## config.mk

```make
export PLATFORM = sky130hd
export DESIGN_NAME = lesf_square_core
export DESIGN_NICKNAME = d
export VERILOG_FILES = /design/src/rtl/core/lesf_pkg.sv /design/src/rtl/core/lesf_square_core.sv
export SDC_FILE = /design/constraint.sdc
export NUM_CORES = 1
export LEC_CHECK = 0
export BUFFER_PORTS_ARGS = -buffer_cell sky130_fd_sc_hd__clkbuf_2
export CAP_MARGIN = 10
export CELL_PAD_IN_SITES_DETAIL_PLACEMENT = 0
export CELL_PAD_IN_SITES_GLOBAL_PLACEMENT = 1
export CORE_MARGIN = 8
export CORE_UTILIZATION = 40
export DETAILED_ROUTE_END_ITERATION = 16
export HOLD_SLACK_MARGIN = 0.03
export PLACE_DENSITY = 0.74
export SYNTH_ARGS = -nofsm -noshare
export SYNTH_HDL_FRONTEND = slang
export SYNTH_SLANG_ARGS = --single-unit
```

## constraint.sdc

```tcl
create_clock -name aclk -period 13.9 [get_ports aclk]
set_clock_uncertainty 0.2 [all_clocks]
set_input_delay 1.39 -clock aclk [delete_from_list [all_inputs] [get_ports aclk]]
set_output_delay 1.39 -clock aclk [all_outputs]
set_load 0.05 [all_outputs]
```

## src/rtl/core/lesf_pkg.sv

```systemverilog
// Shared types and register codes for the largest empty square finder.
package lesf_pkg;

    // Width of the configuration register index.
    localparam int CFG_IDX_W = 1;

    // Configuration register indices.
    typedef enum logic [CFG_IDX_W-1:0] {
        REG_ROW_COUNT = 1'b0,
        REG_COL_COUNT = 1'b1
    } cfg_reg_t;

    // Position flags that travel with a cell from the scan stage to the size stage.
    typedef struct packed {
        logic empty;
        logic first_row;
        logic first_col;
        logic last_cell;
    } cell_flags_t;

endpackage

```

## src/rtl/core/lesf_square_core.sv

```systemverilog
// Square size update for one cell, line buffer write-back and best square tracking.
module lesf_square_core
    import lesf_pkg::*;
#(
    parameter int ROW_BITS = 16,
    parameter int SIZE_W   = 11,
    parameter int COL_W    = 10
) (
    input  logic                aclk,
    input  logic                aresetn,
    input  logic                s1_valid,
    input  cell_flags_t         s1_flags,
    input  logic [ROW_BITS-1:0] s1_row,
    input  logic [COL_W-1:0]    s1_col,
    input  logic [SIZE_W-1:0]   up_raw,
    output logic                wr_en,
    output logic [COL_W-1:0]    wr_addr,
    output logic [SIZE_W-1:0]   wr_data,
    output logic                fin_valid,
    output logic [SIZE_W-1:0]   fin_size,
    output logic [ROW_BITS-1:0] fin_row,
    output logic [COL_W-1:0]    fin_col
);

    logic [SIZE_W-1:0]   left_size_reg;
    logic [SIZE_W-1:0]   diag_size_reg;
    logic [SIZE_W-1:0]   best_size_reg, best_size_next;
    logic [ROW_BITS-1:0] best_row_reg, best_row_next;
    logic [COL_W-1:0]    best_col_reg, best_col_next;
    logic                fin_valid_reg;
    logic [SIZE_W-1:0]   fin_size_reg;
    logic [ROW_BITS-1:0] fin_row_reg;
    logic [COL_W-1:0]    fin_col_reg;
    logic [SIZE_W-1:0]   up;
    logic [SIZE_W-1:0]   left;
    logic [SIZE_W-1:0]   diag;
    logic [SIZE_W-1:0]   min_lu;
    logic [SIZE_W-1:0]   min_all;
    logic [SIZE_W-1:0]   size;
    logic                better;
    logic [SIZE_W-1:0]   cand_size;
    logic [ROW_BITS-1:0] cand_row;
    logic [COL_W-1:0]    cand_col;

    // Neighbours outside the grid count as zero.
    assign up      = s1_flags.first_row ? '0 : up_raw;
    assign left    = s1_flags.first_col ? '0 : left_size_reg;
    assign diag    = (s1_flags.first_row || s1_flags.first_col) ? '0 : diag_size_reg;
    assign min_lu  = (left < up) ? left : up;
    assign min_all = (min_lu < diag) ? min_lu : diag;
    assign size    = s1_flags.empty ? min_all + SIZE_W'(1) : '0;

    assign better    = (size > best_size_reg);
    assign cand_size = better ? size : best_size_reg;
    assign cand_row  = better ? s1_row : best_row_reg;
    assign cand_col  = better ? s1_col : best_col_reg;

    always_comb begin
        best_size_next = best_size_reg;
        best_row_next  = best_row_reg;
        best_col_next  = best_col_reg;
        if (s1_valid) begin
            if (s1_flags.last_cell) begin
                best_size_next = '0;
                best_row_next  = '0;
                best_col_next  = '0;
            end else begin
                best_size_next = cand_size;
                best_row_next  = cand_row;
                best_col_next  = cand_col;
            end
        end
    end

    always_ff @(posedge aclk) begin
        if (!aresetn) begin
            left_size_reg <= '0;
            diag_size_reg <= '0;
            best_size_reg <= '0;
            best_row_reg  <= '0;
            best_col_reg  <= '0;
            fin_valid_reg <= 1'b0;
        end else begin
            if (s1_valid) begin
                left_size_reg <= size;
                diag_size_reg <= up;
            end
            best_size_reg <= best_size_next;
            best_row_reg  <= best_row_next;
            best_col_reg  <= best_col_next;
            fin_valid_reg <= s1_valid && s1_flags.last_cell;
        end
    end

    always_ff @(posedge aclk) begin
        if (s1_valid && s1_flags.last_cell) begin
            fin_size_reg <= cand_size;
            fin_row_reg  <= cand_row;
            fin_col_reg  <= cand_col;
        end
    end

    assign wr_en     = s1_valid;
    assign wr_addr   = s1_col;
    assign wr_data   = size;
    assign fin_valid = fin_valid_reg;
    assign fin_size  = fin_size_reg;
    assign fin_row   = fin_row_reg;
    assign fin_col   = fin_col_reg;

endmodule

```

Word-level counts from Yosys, hierarchy flattened. Cells that the tools add are included.

Multiplexer cells: 12. Reductions and logical operators: 2. Magnitude comparators: 3. Add/subtract/negate cells: 1.

Operators with widths (number): $mux 11 (8); $mux 16 (2); $lt 11x11->1 (2); $mux 10 (2); $add 11x1->11 const B (1); $gt 11x11->1 (1); $logic_and 1x1->1 (1); $logic_or 1x1->1 (1).

Flip-flop bits (word level): 97.

Longest topological paths before layout.
Depth in word-level cells: 10. Gate-level depth with buffers: 33. Mapped depth without buffers: 28.

Worst setup path before layout. No wires, ideal clock.

Path kind: in2reg. From: input s1_flags[1] (netlist bit). To: register best_col_reg[5]. Stages on the path: 32. Slack: 5.723 ns. Arrival time: 7.850 ns. Setup time: 0.128 ns. Cell sequence: clkbuf_1 -> nand2b_1 -> inv_1 -> ha_1 -> a21oi_1 -> nor2_1 -> or3_1 -> buf_2 -> nor2_2 -> buf_4 -> o21ai_0 -> ha_1 -> nand2_1 -> a2111oi_0 -> a211oi_1 -> a31oi_4 -> buf_2 -> nor2_1 -> a21oi_1 -> ha_1 -> or3_1 -> a21oi_1 -> or3_4 -> ha_1 -> o21ai_0 -> a21oi_1 -> o2111ai_1 -> a21oi_1 -> clkbuf_1 -> mux2_2 -> a22oi_1 -> nor2_1.

Word-level cells in the longest chain between the ends: 10. Elaborated cells on any way between the ends: 12. Those cells by class: 1 x add/sub; 3 x order compare; 7 x mux; 1 x reduce/logical.

Ends and longest elaborated chain: start: declaration (line lesf_square_core.sv:12) `input cell_flags_t s1_flags,`; $mux 11 (line lesf_square_core.sv:47) `assign left = s1_flags.first_col ? '0 : left_size_reg;`; $lt 11x11->1 (line lesf_square_core.sv:49) `assign min_lu = (left < up) ? left : up;`; $mux 11 (line lesf_square_core.sv:49); $lt 11x11->1 (line lesf_square_core.sv:50) `assign min_all = (min_lu < diag) ? min_lu : diag;`; $mux 11 (*) (line lesf_square_core.sv:50); $add 11x1->11 (*) (line lesf_square_core.sv:51) `assign size = s1_flags.empty ? min_all + SIZE_W'(1) : '0;`; $mux 11 (*) (line lesf_square_core.sv:51); via wr_data[2] (line lesf_square_core.sv:18) `output logic [SIZE_W-1:0] wr_data,`; $gt 11x11->1 (*) (line lesf_square_core.sv:53) `assign better = (size > best_size_reg);`; $mux 10 (*) (line lesf_square_core.sv:56) `assign cand_col = better ? s1_col : best_col_reg;`; via cand_col[5] (line lesf_square_core.sv:43) `logic [COL_W-1:0] cand_col;`; $mux 10 (*) (line lesf_square_core.sv:63) `if (s1_flags.last_cell) begin`; end signal: assignment (line lesf_square_core.sv:90) `best_col_reg <= best_col_next;`; end: declaration (line lesf_square_core.sv:29) `logic [COL_W-1:0] best_col_reg, best_col_next;`.

Mark *: on every way through the listed nets, which the timed path passes. The rest lies on a longest branch. A chain may end at the register's enable or synchronous reset.

Worst setup path after layout.
From: input s1_flags[2] (netlist bit). To: register best_size_reg[5].

Word-level cells in the longest chain between the ends: 10. Elaborated cells on any way between the ends: 12. Those cells by class: 1 x add/sub; 3 x order compare; 7 x mux; 1 x reduce/logical.

Ends and longest elaborated chain: $mux 11 (line lesf_square_core.sv:46) `assign up = s1_flags.first_row ? '0 : up_raw;`; $lt 11x11->1 (line lesf_square_core.sv:49); $mux 11 (line lesf_square_core.sv:49); $lt 11x11->1 (line lesf_square_core.sv:50); $mux 11 (*) (line lesf_square_core.sv:50); $add 11x1->11 (*) (line lesf_square_core.sv:51); $mux 11 (*) (line lesf_square_core.sv:51); $gt 11x11->1 (line lesf_square_core.sv:53); $mux 11 (*) (line lesf_square_core.sv:54) `assign cand_size = better ? size : best_size_reg;`; $mux 11 (*) (line lesf_square_core.sv:63); end signal: assignment (line lesf_square_core.sv:88) `best_size_reg <= best_size_next;`; end: declaration (line lesf_square_core.sv:27) `logic [SIZE_W-1:0] best_size_reg, best_size_next;`.

Mark *: on every way between the ends. The rest lies on a longest branch, timed or not.

==> reports/summary.txt <==
LOGIC SYNTHESIS
-------------------------------------------------------------------------------------
Top FF cell, synth .....................................................      dfxtp_1
Number of enable-type register cells in the synthesized netlist ........           37
Mean Syn Cell Area .....................................................    9.35 um^2
Async set or reset register ratio after synthesis ......................            0
Total number of yosys warnings .........................................            0
Number of cells produced by synthesis ..................................          595
Synthesized Nets .......................................................          671
Synthesized cell area ..................................................    5560 um^2
Share of synthesized area occupied by flip-flops and latches ...........        0.416
Number of synthesized register bits ....................................           97
Library cells used by synthesis ........................................           64

FINISH
-------------------------------------------------------------------------------------
Count of filler cells inserted in the layout ...........................         1343
Most frequent standard cell in the layout excluding fill and tap cells .     clkbuf_2
Number of nets in the finished design ..................................          746
Most used cells in the layout excluding fill and tap cells ............. 103 x clkbuf_2, 60 x dfxtp_1, 59 x nor2_1
Layout Area Growth over Synthesis ......................................        15.5%
Number of inserted diodes ..............................................            0
Post-route cell area ...................................................    6430 um^2
Share of post-route cells with drive strength above 1 ..................        0.255

CLOCK NETWORK
-------------------------------------------------------------------------------------
Max Buffers Root-to-Sink ...............................................            2
Number of H-tree branching levels ......................................            3
TritonCTS clock tree ...................................................         done
Clock insertion delay at the later pin of the skew report ..............       350 ps
Root Buffer Master .....................................................    clkbuf_16
Total CTS buffers ......................................................            9
Clock-pin transition on the worst setup and hold timing paths ..........        70 ps
Hold buffer count at cts ...............................................            0
Buffer count from post-CTS setup fixing ................................            0
Sinks on Clock Net .....................................................           97
Post-cts repair resize count ...........................................            0

TIMING
-------------------------------------------------------------------------------------
Highest Clock Rate .....................................................      108 MHz
Final worst path period share ..........................................        0.667
Shortest clock period the worst path allows after layout ...............      9270 ps
Relative slew slack ....................................................        0.252
Unrepaired setup endpoints after global routing ........................        false
Setup-violating endpoint count in the final report .....................            0
Max-slew violation total from the final report .........................            0
Transition time at the pin with the least slew margin ..................      1120 ps
Number of hold-slack violations in the final timing report .............            0
Setup TNS Final ........................................................         0 ps

DIE
-------------------------------------------------------------------------------------
Die span in x ..........................................................       134 um
Effective utilization at floorplan .....................................        0.405
Top-Level Pins .........................................................          104
Core Area ..............................................................   13700 um^2
Std-Cell Rows ..........................................................           43
Height of the die ......................................................       134 um
Area of the die ........................................................   17900 um^2

PLACE
-------------------------------------------------------------------------------------
Final HPWL from detailed placement .....................................     11300 um
Last weighted congestion value of the routability-driven placer ........        0.869
Port Buffer Count ......................................................          103
DP Area ................................................................    6130 um^2

STATUS
-------------------------------------------------------------------------------------
Run status ............................................................. finished clean

GLOBAL ROUTE
-------------------------------------------------------------------------------------
Global routing's busiest layer .........................................         met2
Antenna violations before repair .......................................            0
Grt total ovfl .........................................................            0
Global-route met2 utilization ..........................................        0.274
Total Routing Usage GR .................................................        0.167
Wire length of the first global-routing pass ...........................     24000 um
Met3 capacity usage during global routing ..............................       0.0516
Largest net degree at the start of global routing ......................           49
Met1 GRT Util ..........................................................        0.205
Via count of the first global-routing pass .............................         4677

ROUTE
-------------------------------------------------------------------------------------
Initial drt markers ....................................................          378
Post-detailed-routing wire length ......................................     14800 um
Vias per inst ..........................................................         5.55
WL per Instance ........................................................      17.4 um
Number of nets with antenna violations after detailed routing ..........            0
Pre-Repair DR Iteration Count ..........................................            5
Detailed-route via count ...............................................         4748
Remaining DRCs .........................................................            0

POWER AND IR DROP
-------------------------------------------------------------------------------------
Leakage power figure ...................................................      2.65 nW
Power density over cell area ...........................................  167 nW/um^2
Maximum vdd ir drop ....................................................       107 uV

SETUP PATH
-------------------------------------------------------------------------------------
Worst Path Arrival .....................................................      9310 ps
Type of element capturing the critical path ............................    flip-flop
Required arrival time at the worst endpoint ............................     13940 ps
Maximum fanout count along the critical path ...........................           35
Sort of element at the start of the critical path ......................   input port
Type of the worst setup path ...........................................       in2reg

JOB
-------------------------------------------------------------------------------------
Max-cap violations .....................................................            0

HOLD PATH
-------------------------------------------------------------------------------------
Tightest Hold Check Type ...............................................      reg2reg

==> worst max-delay path: stages <==
cell,delay (ps)
clkbuf_2,190
nor2b_1,190
inv_1,100
ha_1,330
a211oi_2,190
nor2_1,100
or3_1,490
nor2_2,430
o21ai_0,310
ha_1,380
a21oi_1,120
o21ai_0,150
a211oi_1,670
a31oi_4,360
nor2_1,190
a21oi_1,60
ha_1,260
or3_1,360
a21oi_1,250
or3_4,190
ha_1,140
o21ai_0,80
a21oi_1,170
o2111ai_1,230
a21oi_4,940
o21ai_0,460
and2_1,340
a22o_1,240
==> cells in the mapped netlist (all sizes together) (3+ instances only) <==
| master | count | share of area |
|---|---|---|
| xor2 | 3 | 0.0047 |
| nor2 | 62 | 0.044 |
| a22oi | 28 | 0.038 |
| clkbuf | 24 | 0.016 |
| a211oi | 7 | 0.010 |
| nand2b | 10 | 0.011 |
| a211o | 3 | 0.0047 |
| nor2b | 14 | 0.016 |
| a22o | 5 | 0.0079 |
| o21ai | 30 | 0.028 |
| a21o | 3 | 0.0040 |
| buf | 19 | 0.023 |
| o31ai | 4 | 0.0054 |
| xnor2 | 3 | 0.0047 |
| or2 | 4 | 0.0045 |
| o21a | 3 | 0.0040 |
| a32o | 4 | 0.0072 |
| a31o | 4 | 0.0063 |
| nand4 | 12 | 0.013 |
| a21oi | 33 | 0.030 |
| nand3 | 23 | 0.021 |
| and3 | 8 | 0.0090 |
| nor3 | 12 | 0.012 |
| dfxtp | 60 | 0.22 |
| a31oi | 4 | 0.0072 |
| o2111ai | 3 | 0.0047 |
| or3 | 6 | 0.0085 |
| and2 | 8 | 0.0090 |
| inv | 25 | 0.017 |
| ha | 32 | 0.072 |
| nand2 | 40 | 0.027 |
| edfxtp | 37 | 0.20 |
| mux2 | 31 | 0.063 |
| mux2i | 8 | 0.014 |
==> final timing paths <==
kind,startpoint,end,slack (ps),cells past startpoint
setup reg to reg,left_size_reg[8],best_size_reg[5],5580,26
hold reg to reg,best_size_reg[7],best_size_reg[7],270,2
setup / recovery,s1_flags[2],best_size_reg[5],4630,28
hold / removal,best_size_reg[7],best_size_reg[7],270,2
==> report_power, final <==
part | switching [W] | total (W) | internal [W]
Clock | 0.000115 | 0.000246 | 0.000131
Sequential | 0.0000137 | 0.000363 | 0.000350
Combinational | 0.000297 | 0.000463 | 0.000165
Total | 0.000426 | 0.00107 | 0.000646
==> metrics by stage <==
stage	std cells	hold WS (ps)	power, W	util	worst slack (ps)
detailed placement	839	268	0.000833	0.447	4340
finish	855	272	0.00107	0.468	4630
global placement	839	266	0.000830	0.447	4610
floorplan	595	230	0.000740	-	5720
global route	855	290	0.00114	0.468	3720
CTS	855	276	0.00108	0.468	4700
==> kinds of logic (layout without fill, tap and decap cells) <==
logic type	after synthesis	in the layout	synth area share
and+or+nand+nor	206	206	0.184
AOI/OAI and AO/OA	146	146	0.182
DFF	97	97	0.416
buffers and inverters	68	148	0.0562
muxes	40	40	0.0812
adders and majority gates	32	32	0.0720
xor gates and xnor gates	6	6	0.00945
==> area by class of cell <==
type,instances,area [um^2],share of cell area
multi-input cells,430,2950,0.460
flip-flops and latches,97,2310,0.360
inverters,25,93.8,0.0146
clock buffers,10,239,0.0372
repair buffers,107,546,0.0849
clock inverters,6,57.6,0.00896
well taps,180,225,0.0350
==> routing by layer <==
metal  share of wire  up-vias  wire length [um]
li1                -     2334                 -
met1            0.43     2227              6450
met2            0.47      167              7010
met3           0.076       20              1140
met4           0.017        0               254
met5               0        -                 0
Power figures use the tool's default switching activity.
