==> config.mk <==
export PLATFORM = sky130hd
export DESIGN_NAME = lesf_scan_ctrl
export DESIGN_NICKNAME = d
export VERILOG_FILES = /design/src/rtl/core/lesf_pkg.sv /design/src/rtl/core/lesf_scan_ctrl.sv
export SDC_FILE = /design/constraint.sdc
export NUM_CORES = 1
export LEC_CHECK = 0
export ABC_AREA = 1
export BUFFER_PORTS_ARGS = -buffer_cell sky130_fd_sc_hd__buf_2
export CAP_MARGIN = 10
export CELL_PAD_IN_SITES_DETAIL_PLACEMENT = 1
export CELL_PAD_IN_SITES_GLOBAL_PLACEMENT = 2
export CORE_MARGIN = 10
export CORE_UTILIZATION = 34
export CTS_BUF_LIST = sky130_fd_sc_hd__clkbuf_8
export DETAILED_ROUTE_END_ITERATION = 12
export GPL_TIMING_DRIVEN = 0
export HOLD_SLACK_MARGIN = 0.05
export MAX_ROUTING_LAYER = met4
export PLACE_DENSITY = 0.93
export RECOVER_POWER = 25
export SYNTH_ARGS = -nofsm -noshare
export SYNTH_HDL_FRONTEND = slang
export SYNTH_SLANG_ARGS = --single-unit
==> constraint.sdc <==
create_clock -name aclk -period 3.2 [get_ports aclk]
set_clock_uncertainty 0.05 [all_clocks]
set_input_delay 0.16 -clock aclk [delete_from_list [all_inputs] [get_ports aclk]]
set_output_delay 0.16 -clock aclk [all_outputs]
set_load 0.02 [all_outputs]
==> src/rtl/core/lesf_pkg.sv <==
// Shared types and register codes for the largest empty square finder.
package lesf_pkg;

    // Width of the configuration register index.
    localparam int CFG_IDX_W = 1;

    // Configuration register indices.
    typedef enum logic [CFG_IDX_W-1:0] {
        REG_ROW_COUNT = 1'b0,
        REG_COL_COUNT = 1'b1
    } cfg_reg_t;

    // Position flags that travel with a cell from the scan stage to the size stage.
    typedef struct packed {
        logic empty;
        logic first_row;
        logic first_col;
        logic last_cell;
    } cell_flags_t;

endpackage

==> src/rtl/core/lesf_scan_ctrl.sv <==
// Configuration registers, raster position counters and the cell acceptance stage.
module lesf_scan_ctrl
    import lesf_pkg::*;
#(
    parameter int MAX_COLS = 1024,
    parameter int ROW_BITS = 16,
    parameter int SIZE_W   = 11,
    parameter int COL_W    = 10,
    parameter int CFG_W    = 16
) (
    input  logic                 aclk,
    input  logic                 aresetn,
    input  logic                 cfg_valid,
    output logic                 cfg_ready,
    input  logic [CFG_IDX_W-1:0] cfg_index,
    input  logic [CFG_W-1:0]     cfg_data,
    input  logic                 s_valid,
    output logic                 s_ready,
    input  logic                 s_cell_empty,
    input  logic                 result_busy,
    output logic                 rd_en,
    output logic [COL_W-1:0]     rd_addr,
    output logic                 s1_valid,
    output cell_flags_t          s1_flags,
    output logic [ROW_BITS-1:0]  s1_row,
    output logic [COL_W-1:0]     s1_col
);

    logic [ROW_BITS-1:0] last_row_reg, last_row_next;
    logic [COL_W-1:0]    last_col_reg, last_col_next;
    logic [ROW_BITS-1:0] row_index_reg, row_index_next;
    logic [COL_W-1:0]    col_index_reg, col_index_next;
    logic                s1_valid_reg;
    cell_flags_t         s1_flags_reg;
    logic [ROW_BITS-1:0] s1_row_reg;
    logic [COL_W-1:0]    s1_col_reg;
    logic [ROW_BITS-1:0] row_value;
    logic [SIZE_W-1:0]   col_value;
    logic                at_last_col;
    logic                at_last_row;
    logic                accept;

    assign cfg_ready = 1'b1;
    assign row_value = cfg_data[ROW_BITS-1:0];
    assign col_value = cfg_data[SIZE_W-1:0];

    // Registers are kept as the index of the last row and column; zero counts as one
    // and a column count beyond the buffer depth saturates.
    always_comb begin
        last_row_next = last_row_reg;
        last_col_next = last_col_reg;
        if (cfg_valid) begin
            unique case (cfg_index)
                REG_ROW_COUNT: begin
                    last_row_next = (row_value == '0) ? '0 : row_value - ROW_BITS'(1);
                end
                REG_COL_COUNT: begin
                    if (col_value == '0) begin
                        last_col_next = '0;
                    end else if (col_value > SIZE_W'(MAX_COLS)) begin
                        last_col_next = COL_W'(MAX_COLS - 1);
                    end else begin
                        last_col_next = COL_W'(col_value - SIZE_W'(1));
                    end
                end
                default: begin
                    last_row_next = last_row_reg;
                end
            endcase
        end
    end

    assign at_last_col = (col_index_reg >= last_col_reg);
    assign at_last_row = (row_index_reg >= last_row_reg);
    assign s_ready     = !(at_last_col && at_last_row && result_busy);
    assign accept      = s_valid && s_ready;

    always_comb begin
        row_index_next = row_index_reg;
        col_index_next = col_index_reg;
        if (accept) begin
            if (!at_last_col) begin
                col_index_next = col_index_reg + COL_W'(1);
            end else if (!at_last_row) begin
                col_index_next = '0;
                row_index_next = row_index_reg + ROW_BITS'(1);
            end else begin
                col_index_next = '0;
                row_index_next = '0;
            end
        end
    end

    always_ff @(posedge aclk) begin
        if (!aresetn) begin
            last_row_reg  <= '0;
            last_col_reg  <= '0;
            row_index_reg <= '0;
            col_index_reg <= '0;
            s1_valid_reg  <= 1'b0;
        end else begin
            last_row_reg  <= last_row_next;
            last_col_reg  <= last_col_next;
            row_index_reg <= row_index_next;
            col_index_reg <= col_index_next;
            s1_valid_reg  <= accept;
        end
    end

    always_ff @(posedge aclk) begin
        if (accept) begin
            s1_flags_reg.empty     <= s_cell_empty;
            s1_flags_reg.first_row <= (row_index_reg == '0);
            s1_flags_reg.first_col <= (col_index_reg == '0);
            s1_flags_reg.last_cell <= at_last_col && at_last_row;
            s1_row_reg             <= row_index_reg;
            s1_col_reg             <= col_index_reg;
        end
    end

    assign rd_en    = accept;
    assign rd_addr  = col_index_reg;
    assign s1_valid = s1_valid_reg;
    assign s1_flags = s1_flags_reg;
    assign s1_row   = s1_row_reg;
    assign s1_col   = s1_col_reg;

endmodule

Yosys cells after proc, flatten, opt, wreduce, memory -nomap -nowiden:

Cells that the tools add are included.

* $add $sub $neg: 4
* $lt $le $gt $ge: 3
* mux-type cells: 5
* bitwise logic cells: 1
* reductions and logical operators: 11

Operators by type and width (count)
* zero test 16 bit: 2
* 2-to-1 mux 16 bit: 2
* 2-to-1 mux 10 bit: 3
* adder 16 x 1 -> 16 bit, second input constant: 1
* >= comparator 16 bit: 1
* subtractor 16 x 1 -> 16 bit, second input constant: 1
* greater-than comparator 11 bit, second input constant: 1
* zero test 11 bit: 1
* adder 10 x 1 -> 10 bit, second input constant: 1
* >= comparator 10 bit: 1
* zero test 10 bit: 1
* subtractor 10 x 1 -> 10 bit, second input constant: 1
* AND reduction 2 bit: 3
* logical AND 1 bit: 3
* zero test 1 bit: 1
* NOT 1 bit: 1

* flip-flop bits (word level): 83
* input port bits: 23
* output and inout port bits: 44
* logic and storage cells: 35

Logic depth before layout (Yosys ltp):

Gate-level depths: netlist (run 1).

* word-level depth: 6
* gate-level depth with buffers: 17
* gate-level depth less buffers: 17

Worst setup path after synthesis (run 1):

OpenSTA, ideal clock, no wires.

* path kind: flip-flop to flip-flop
* start: reg col_index_reg[0], in the netlist rd_addr[0]
* end: reg s1_col_reg[0], in the netlist s1_col[0], enable pin
* setup time: 0.378 ns
* data arrival time: 2.121 ns
* required time: 2.772 ns
* setup slack: 0.651 ns
* cell stages (with the launch flop): 9
* path through: dfxtp_1 inv_1 ha_1 o21a_1 o21ai_2 nand3_4 nand3_4 nand2_2 inv_2

* word-level cells in the longest chain between the ends: 5

RTL lines
* start, declared: line lesf_scan_ctrl.sv:32 `logic [COL_W-1:0] col_index_reg, col_index_next;`
* start signal, assigned: line lesf_scan_ctrl.sv:105 `col_index_reg <= col_index_next;`
* >= comparator 10 bit: line lesf_scan_ctrl.sv:73 `assign at_last_col = (col_index_reg >= last_col_reg);`
* logical AND 1 bit (2 in a row): line lesf_scan_ctrl.sv:75 `assign s_ready = !(at_last_col && at_last_row && result_busy);`
* zero test 1 bit: line lesf_scan_ctrl.sv:75
* net s_ready: line lesf_scan_ctrl.sv:18 `output logic s_ready,`
* logical AND 1 bit: line lesf_scan_ctrl.sv:76 `assign accept = s_valid && s_ready;`
* net rd_en: line lesf_scan_ctrl.sv:21 `output logic rd_en,`
* end signal, assigned: line lesf_scan_ctrl.sv:117 `s1_col_reg <= col_index_reg;`
* end, declared: line lesf_scan_ctrl.sv:36 `logic [COL_W-1:0] s1_col_reg;`

The timed path passes the listed nets, and every way through them passes these cells.
A chain may end at the register's enable or synchronous reset.

Final worst setup path (run 1):

* start: reg col_index_reg[5], in the netlist rd_addr[5]
* end: out rd_en

* word-level cells in the longest chain between the ends: 5

RTL lines (line)
* >= comparator 10 bit: lesf_scan_ctrl.sv:73
* logical AND 1 bit (2 in a row): lesf_scan_ctrl.sv:75
* zero test 1 bit: lesf_scan_ctrl.sv:75
* logical AND 1 bit: lesf_scan_ctrl.sv:76
* end, declared: lesf_scan_ctrl.sv:21

No other way between the ends.

==> out/results.txt, run 1 <==
CTS max path bufs -> 2
setup TNS -> 0 ns
Leak -> 2.277 nW
CP most frequent cell -> nand3_4
DRC viols -> 0
Synth cell types -> 37
post-route cell area -> 0.005313 mm²
per-cell routed wire length -> 15.12 µm
Max Slew Vio Count -> 0
first-iteration detailed-routing DRC count -> 178
post-DR vias/cell -> 4.934
Post-CTS Setup Bufs -> 0
Crit path arrival time -> 2.75 ns
fin util -> 0.4012
critical path cell sequence -> ha_1 -> a21oi_1 -> o21ai_0 -> nand2_1 -> nand3_4 -> nand3_4 -> nand2_2 -> inv_4 -> buf_2
CP bufs+invs -> 2
I/O pin count -> 67
Required @ worst endpoint -> 2.99 ns
Setup crit end kind -> output pin
outcome -> finished clean
PD cells -> 557.1 mW/mm²
Clock Sink Count -> 83
Max-slew headroom -> 0.6335
die span in x -> 136.2 µm
R2R Setup Slk -> 0.67 ns
Tightest Pin Transition -> 0.5478 ns
Setup Crit Path Kind -> flip-flop to output pin
Seq/Total Area, Yosys -> 0.4272
ant diodes -> 0
crit path time final -> 2.957 ns
# nets final -> 722
Final Non-Filler Cells -> 849
CP delay by family, top -> buffers and inverters
hold path startpoint -> cfg_data[15]
Reg-to-Reg End -> s1_row[0]
RSZ-0062 raised after global routing -> no
Ys Warns -> 0
CTS tree -> yes
CTS Root Cell -> clkbuf_8
Hold Path End -> last_row_reg[15]
vias post-DR -> 4189
largest net degree at the start of global routing -> 41
area of placed instances -> 0.005127 mm²
Worst setup SP type -> flip-flop
drt total wl -> 12830 µm
clk slew on worst S/H paths -> 0.08 ns
Post-Syn Area -> 0.004592 mm²
half-perimeter wire length after placement -> 9945 µm
Die Span Y -> 136.2 µm
GRT overflow -> 0
Final setup viols -> 0
overall routing resource usage -> 0.1435
hold path depth -> 4
CP peak stage delay -> 0.55 ns
initial core utilization -> 0.3467
VDD IR max -> 170.8 µV
Inst Count DP -> 832
num rows -> 42
RR Startpoint -> rd_addr[5]
CTS buffer count -> 9
DRT antenna net count -> 0
Hold Violations, Final -> 0
syn_nets -> 647
Worst Hold Class -> input pin to flip-flop
H-tree levels -> 3
DIE AREA -> 0.01855 mm²
Worst R2R Path Depth -> 8
initial antenna violation count -> 0
FMAX -> 338.2 MHz
share of layout cells above drive strength 1 -> 0.1308
Initial DRT Pass Iterations -> 4
Area Overhead vs Synth -> 15.69%
worst-path fanout max -> 40
pre-CTS setup slack -> 0.3790 ns
post-synthesis instance total -> 593
PortBufs -> 63
Core Region -> 0.01324 mm²
Max-Cap Viols -> 0
#FFs+latches synth -> 83
Syn Area/Cell -> 7.744 µm²
Critical-path top delay cell -> dfxtp_1
Setup WS post-layout -> 0.2428 ns
number of fill cells -> 1710
GPL Wtd Cong -> 0.8450
Clock Latency Late Sink -> 0.37 ns
first-pass GRT wire length -> 20900 µm
Tcrit/Tclk final -> 0.9241
vias in the first global route -> 4342
[Yosys cell counts (all sizes together)]
cell type / count / share of area
nand2: 139 / 0.12
nor2: 88 / 0.075
inv: 75 / 0.061
dfxtp: 53 / 0.23
a21oi: 51 / 0.056
ha: 31 / 0.084
edfxtp: 30 / 0.20
nand3: 25 / 0.035
nand4: 18 / 0.025
o21ai: 18 / 0.020
xor2: 17 / 0.032
buf: 10 / 0.015
clkbuf: 7 / 0.0057
nor3: 7 / 0.0087
nor3b: 5 / 0.0082
nor4: 5 / 0.0068
nand3b: 4 / 0.0065
o21a: 2 / 0.0033
xnor2: 2 / 0.0038
a211oi: 1 / 0.0016
conb: 1 / 0.00082
o211ai: 1 / 0.0016
o21bai: 1 / 0.0016
or2: 1 / 0.0014
or4: 1 / 0.0016
[what timing repair did]
action,in CTS,in global routing
resized for setup,1,0
setup endpoints to repair,1,0
hold buffers,1,0
endpoints found under the hold margin,1,0
[cell families after synthesis]
kind of cell | share of synthesized area
DFF | 0.4272
AOI/OAI and AO/OA | 0.08501
xor gates and xnor gates | 0.03624
other | 0.0008167
and+or+nand+nor | 0.2842
adders and majority gates | 0.08447
buffers and inverters | 0.08202
[worst register-to-register path, cell delays in order (launching register included)]
cell,delay (ns)
dfxtp_1,0.55
ha_1,0.33
a21oi_1,0.15
o21ai_0,0.11
nand2_1,0.13
nand3_4,0.16
nand3_4,0.20
nand2_2,0.10
inv_4,0.37
[how the worst max path moves through the flow]
| stage | cells after the start | slack [ns] | to | startpoint |
|---|---|---|---|---|
| after floorplan | 8 | 0.65 | s1_col[0] | rd_addr[0] |
| after global placement | 9 | 0.43 | rd_en | rd_addr[0] |
| after detailed placement | 9 | 0.38 | rd_en | rd_addr[0] |
| after CTS | 9 | 0.22 | rd_en | rd_addr[0] |
| after global routing | 14 | 0.04 | rd_en | row_index_reg[0] |
| final | 9 | 0.24 | rd_en | rd_addr[5] |
[metrics by stage]
step	hold WS, ns	total power [mW]
floorplan	0.2089	1.954
global placement	0.2917	2.221
detailed placement	0.2915	2.263
CTS	0.1201	3.003
global route	0.1468	3.157
finish	0.1368	2.959
[where the power goes]
part	leakage (nW)	internal (mW)	switching [mW]
combinational	1.43	0.285	0.605
sequential	0.739	1.23	0.104
clock	0.107	0.370	0.361
[metal layers]
metal | global-route usage | part of all wire | wire, µm
met5 | - | 0 | 0
met4 | 0.07515 | 0.029 | 371
met3 | 0.01993 | 0.032 | 407
met2 | 0.2289 | 0.47 | 5985
met1 | 0.1732 | 0.47 | 6069
[layout by cell type, fill, tap and decap left out, types with 2 or more instances in the layout]
cell type	count
o21ai_0	16
buf_2	55
nor2_2	5
nand2_2	2
nand3_4	3
buf_6	3
inv_1	76
o21a_1	2
nand2_1	136
xor2_1	17
nor4_1	5
nor3_1	6
nor2_1	83
xnor2_1	2
nand4_1	18
clkbuf_8	10
buf_1	2
ha_1	31
dfxtp_1	53
edfxtp_1	30
nand3_1	22
nor3b_1	5
nand3b_1	4
a21oi_1	50
clkbuf_1	19
[cell type report]
type | count | area, µm² | share of cell area
multi-input combinational | 418 | 2253 | 0.4242
clock buffer | 10 | 137.6 | 0.02591
sequential | 83 | 1962 | 0.3693
clock inverter | 6 | 50.05 | 0.009421
timing repair buffer | 64 | 310.3 | 0.05841
inverter | 75 | 284.0 | 0.05346
tap | 176 | 220.2 | 0.04145
buffer | 17 | 95.09 | 0.01790
Power figures use the tool's default switching activity.
==> inputs of run 2 (changes only) <==
--- a/config.mk
+++ b/config.mk
@@ -11,13 +11,13 @@
 export CELL_PAD_IN_SITES_DETAIL_PLACEMENT = 1
 export CELL_PAD_IN_SITES_GLOBAL_PLACEMENT = 2
 export CORE_MARGIN = 10
-export CORE_UTILIZATION = 34
-export CTS_BUF_LIST = sky130_fd_sc_hd__clkbuf_8
+export CORE_UTILIZATION = 33
+export CTS_BUF_LIST = sky130_fd_sc_hd__clkbuf_8 sky130_fd_sc_hd__clkbuf_16
 export DETAILED_ROUTE_END_ITERATION = 12
 export GPL_TIMING_DRIVEN = 0
 export HOLD_SLACK_MARGIN = 0.05
 export MAX_ROUTING_LAYER = met4
-export PLACE_DENSITY = 0.93
+export PLACE_DENSITY = 0.91
 export RECOVER_POWER = 25
 export SYNTH_ARGS = -nofsm -noshare
 export SYNTH_HDL_FRONTEND = slang
==> constraint.sdc (replaced) <==
create_clock -name aclk -period 2.8 [get_ports aclk]
set_clock_uncertainty 0.05 [all_clocks]
set_input_delay 0.14 -clock aclk [delete_from_list [all_inputs] [get_ports aclk]]
set_output_delay 0.14 -clock aclk [all_outputs]
set_load 0.02 [all_outputs]
==> run 2 against run 1 <==
Effect of this change: sequential cell count did not move; sequential power rose by 14%; utilization fell by 0.72 points; global-route usage fell by 0.17 points; first-iteration DRC count fell by 4.5%; critical endpoint unchanged.
==> out/results.txt, run 2 (same netlist as run 1, synthesis figures left out) <==
outcome -> finished clean (unchanged)
fin util -> 0.3940 (was 0.4012)
clk slew on worst S/H paths -> 0.06 ns (was 0.08 ns)
DIE AREA -> 0.01903 mm² (was 0.01855 mm²)
Clock Latency Late Sink -> 0.34 ns (was 0.37 ns)
Initial DRT Pass Iterations -> 4 (unchanged)
critical path cell sequence -> ha_1 -> a21oi_1 -> o21ai_0 -> nand2_1 -> nand3_4 -> nand3_4 -> nand2_8 -> clkinv_8 -> buf_2 (was ha_1 -> a21oi_1 -> o21ai_0 -> nand2_1 -> nand3_4 -> nand3_4 -> nand2_2 -> inv_4 -> buf_2)
PortBufs -> 63 (unchanged)
PD cells -> 667.8 mW/mm² (was 557.1 mW/mm²)
Setup crit end kind -> output pin (unchanged)
Area Overhead vs Synth -> 18.17% (was 15.69%)
Tcrit/Tclk final -> 0.9321
Leak -> 2.312 nW (was 2.277 nW)
Setup WS post-layout -> 0.1900 ns (was 0.2428 ns)
GPL Wtd Cong -> 0.8421 (was 0.8450)
first-pass GRT wire length -> 21080 µm (was 20900 µm)
Worst setup SP type -> flip-flop (unchanged)
post-route cell area -> 0.005426 mm² (was 0.005313 mm²)
Max-slew headroom -> 0.6306 (was 0.6335)
CP bufs+invs -> 2 (unchanged)
Post-CTS Setup Bufs -> 0 (unchanged)
overall routing resource usage -> 0.1418 (was 0.1435)
num rows -> 43 (was 42)
Crit path arrival time -> 2.42 ns (was 2.75 ns)
Required @ worst endpoint -> 2.61 ns (was 2.99 ns)
Die Span Y -> 138.0 µm (was 136.2 µm)
most common cell after layout, fill and taps aside -> nand2_1 (unchanged)
DRT antenna net count -> 0 (unchanged)
Core Region -> 0.01377 mm² (was 0.01324 mm²)
largest net degree at the start of global routing -> 41 (unchanged)
Critical-path top delay cell -> dfxtp_1 (unchanged)
initial core utilization -> 0.3334 (was 0.3467)
CTS Root Cell -> clkbuf_16 (was clkbuf_8)
area of placed instances -> 0.005132 mm² (was 0.005127 mm²)
CTS tree -> yes (unchanged)
VDD IR max -> 358.5 µV (was 170.8 µV)
worst-path fanout max -> 20 (was 40)
Hold Violations, Final -> 0 (unchanged)
post-DR vias/cell -> 4.790 (was 4.934)
RSZ-0062 raised after global routing -> no (unchanged)
CTS buffer count -> 9 (unchanged)
CP most frequent cell -> nand3_4 (unchanged)
crit path time final -> 2.610 ns
Setup Crit Path Kind -> flip-flop to output pin (unchanged)
Tightest Pin Transition -> 0.5540 ns (was 0.5478 ns)
Clock Sink Count -> 83 (unchanged)
I/O pin count -> 67 (unchanged)
initial antenna violation count -> 0 (unchanged)
die span in x -> 138.0 µm (was 136.2 µm)
share of layout cells above drive strength 1 -> 0.1350 (was 0.1308)
CP delay by family, top -> simple AND/OR/NAND/NOR gates (was buffers and inverters)
setup TNS -> 0 ns (unchanged)
FMAX -> 383.1 MHz
Max-Cap Viols -> 0 (unchanged)
CTS max path bufs -> 2 (unchanged)
DRC viols -> 0 (unchanged)
drt total wl -> 12970 µm (was 12830 µm)
Max Slew Vio Count -> 0 (unchanged)
# nets final -> 723 (was 722)
Final setup viols -> 0 (unchanged)
first-iteration detailed-routing DRC count -> 170 (was 178)
pre-CTS setup slack -> -0.01606 ns (was 0.3790 ns)
H-tree levels -> 3 (unchanged)
ant diodes -> 0 (unchanged)
vias in the first global route -> 4220 (was 4342)
half-perimeter wire length after placement -> 9863 µm (was 9945 µm)
GRT overflow -> 0 (unchanged)
most frequent cells in the layout -> nand2_1, nor2_1, inv_1, buf_2, dfxtp_1 (unchanged)
number of fill cells -> 1733 (was 1710)
CP peak stage delay -> 0.54 ns (was 0.55 ns)
per-cell routed wire length -> 15.19 µm (was 15.12 µm)
vias post-DR -> 4091 (was 4189)
Worst Hold Class -> input pin to flip-flop (unchanged)
## run 2: cell types whose count changed in the layout (fill, tap and decap cells not counted), moves of 2 or more
cell,before,now
clkbuf_16,0,9
clkbuf_8,10,0
clkinv_1,1,3
inv_1,76,74
## run 2: area by class of cell
class	count	area, µm²	share of cell area
Buffer	17	95.09	0.01752
Clock buffer	9	225.2	0.04150
Clock inverter	7	36.28	0.006687
Inverter	75	294.0	0.05418
Multi-Input combinational cell	418	2267	0.4178
Sequential cell	83	1963	0.3618
Tap cell	180	225.2	0.04150
Timing Repair Buffer	64	311.5	0.05741
Timing Repair inverter	1	8.758	0.001614
## run 2: repair_timing
action                                 CTS  global route
hold buffers                             1             0
setup endpoints to repair                6             1
resized for setup                        4             4
endpoints found under the hold margin    1             0
cloned                                   0             1
## run 2: routing by layer
layer / GRT usage / wire [µm]
met1: 0.1782 / 6229
met5: - / 0
met3: 0.01920 / 405
met2: 0.2312 / 6137
met4: 0.04577 / 201
## run 2: worst paths after layout
kind | start | end | slack, ns | depth (start not counted)
worst max-delay path | rd_addr[5] | rd_en | 0.19 | 9
worst max register to register | rd_addr[5] | row_index_reg[15] | 0.44 | 10
worst min register to register | last_row_reg[1] | last_row_reg[1] | 0.41 | 2
worst min-delay path | cfg_data[15] | last_row_reg[15] | 0.12 | 4
## run 2: tightest hold or removal path, cell delays in order
cell     delay (ns)
buf_2          0.10
nand2_1        0.05
nand4_1        0.10
a21oi_1        0.06
## run 2: metrics by stage
step / power (mW) / hold WS (ns) / cells
final: 3.624 / 0.1244 / 854
after global routing: 3.848 / 0.1278 / 854
after CTS: 3.661 / 0.1108 / 853
after detailed placement: 2.590 / 0.2779 / 836
after global placement: 2.544 / 0.2711 / 836
after floorplan: 2.233 / 0.1889 / 593
## run 2: where the power goes
| group | total, mW | switching, mW | internal [mW] |
|---|---|---|---|
| Combinational | 1.03 | 0.700 | 0.332 |
| Sequential | 1.53 | 0.117 | 1.41 |
| Clock | 1.06 | 0.474 | 0.588 |
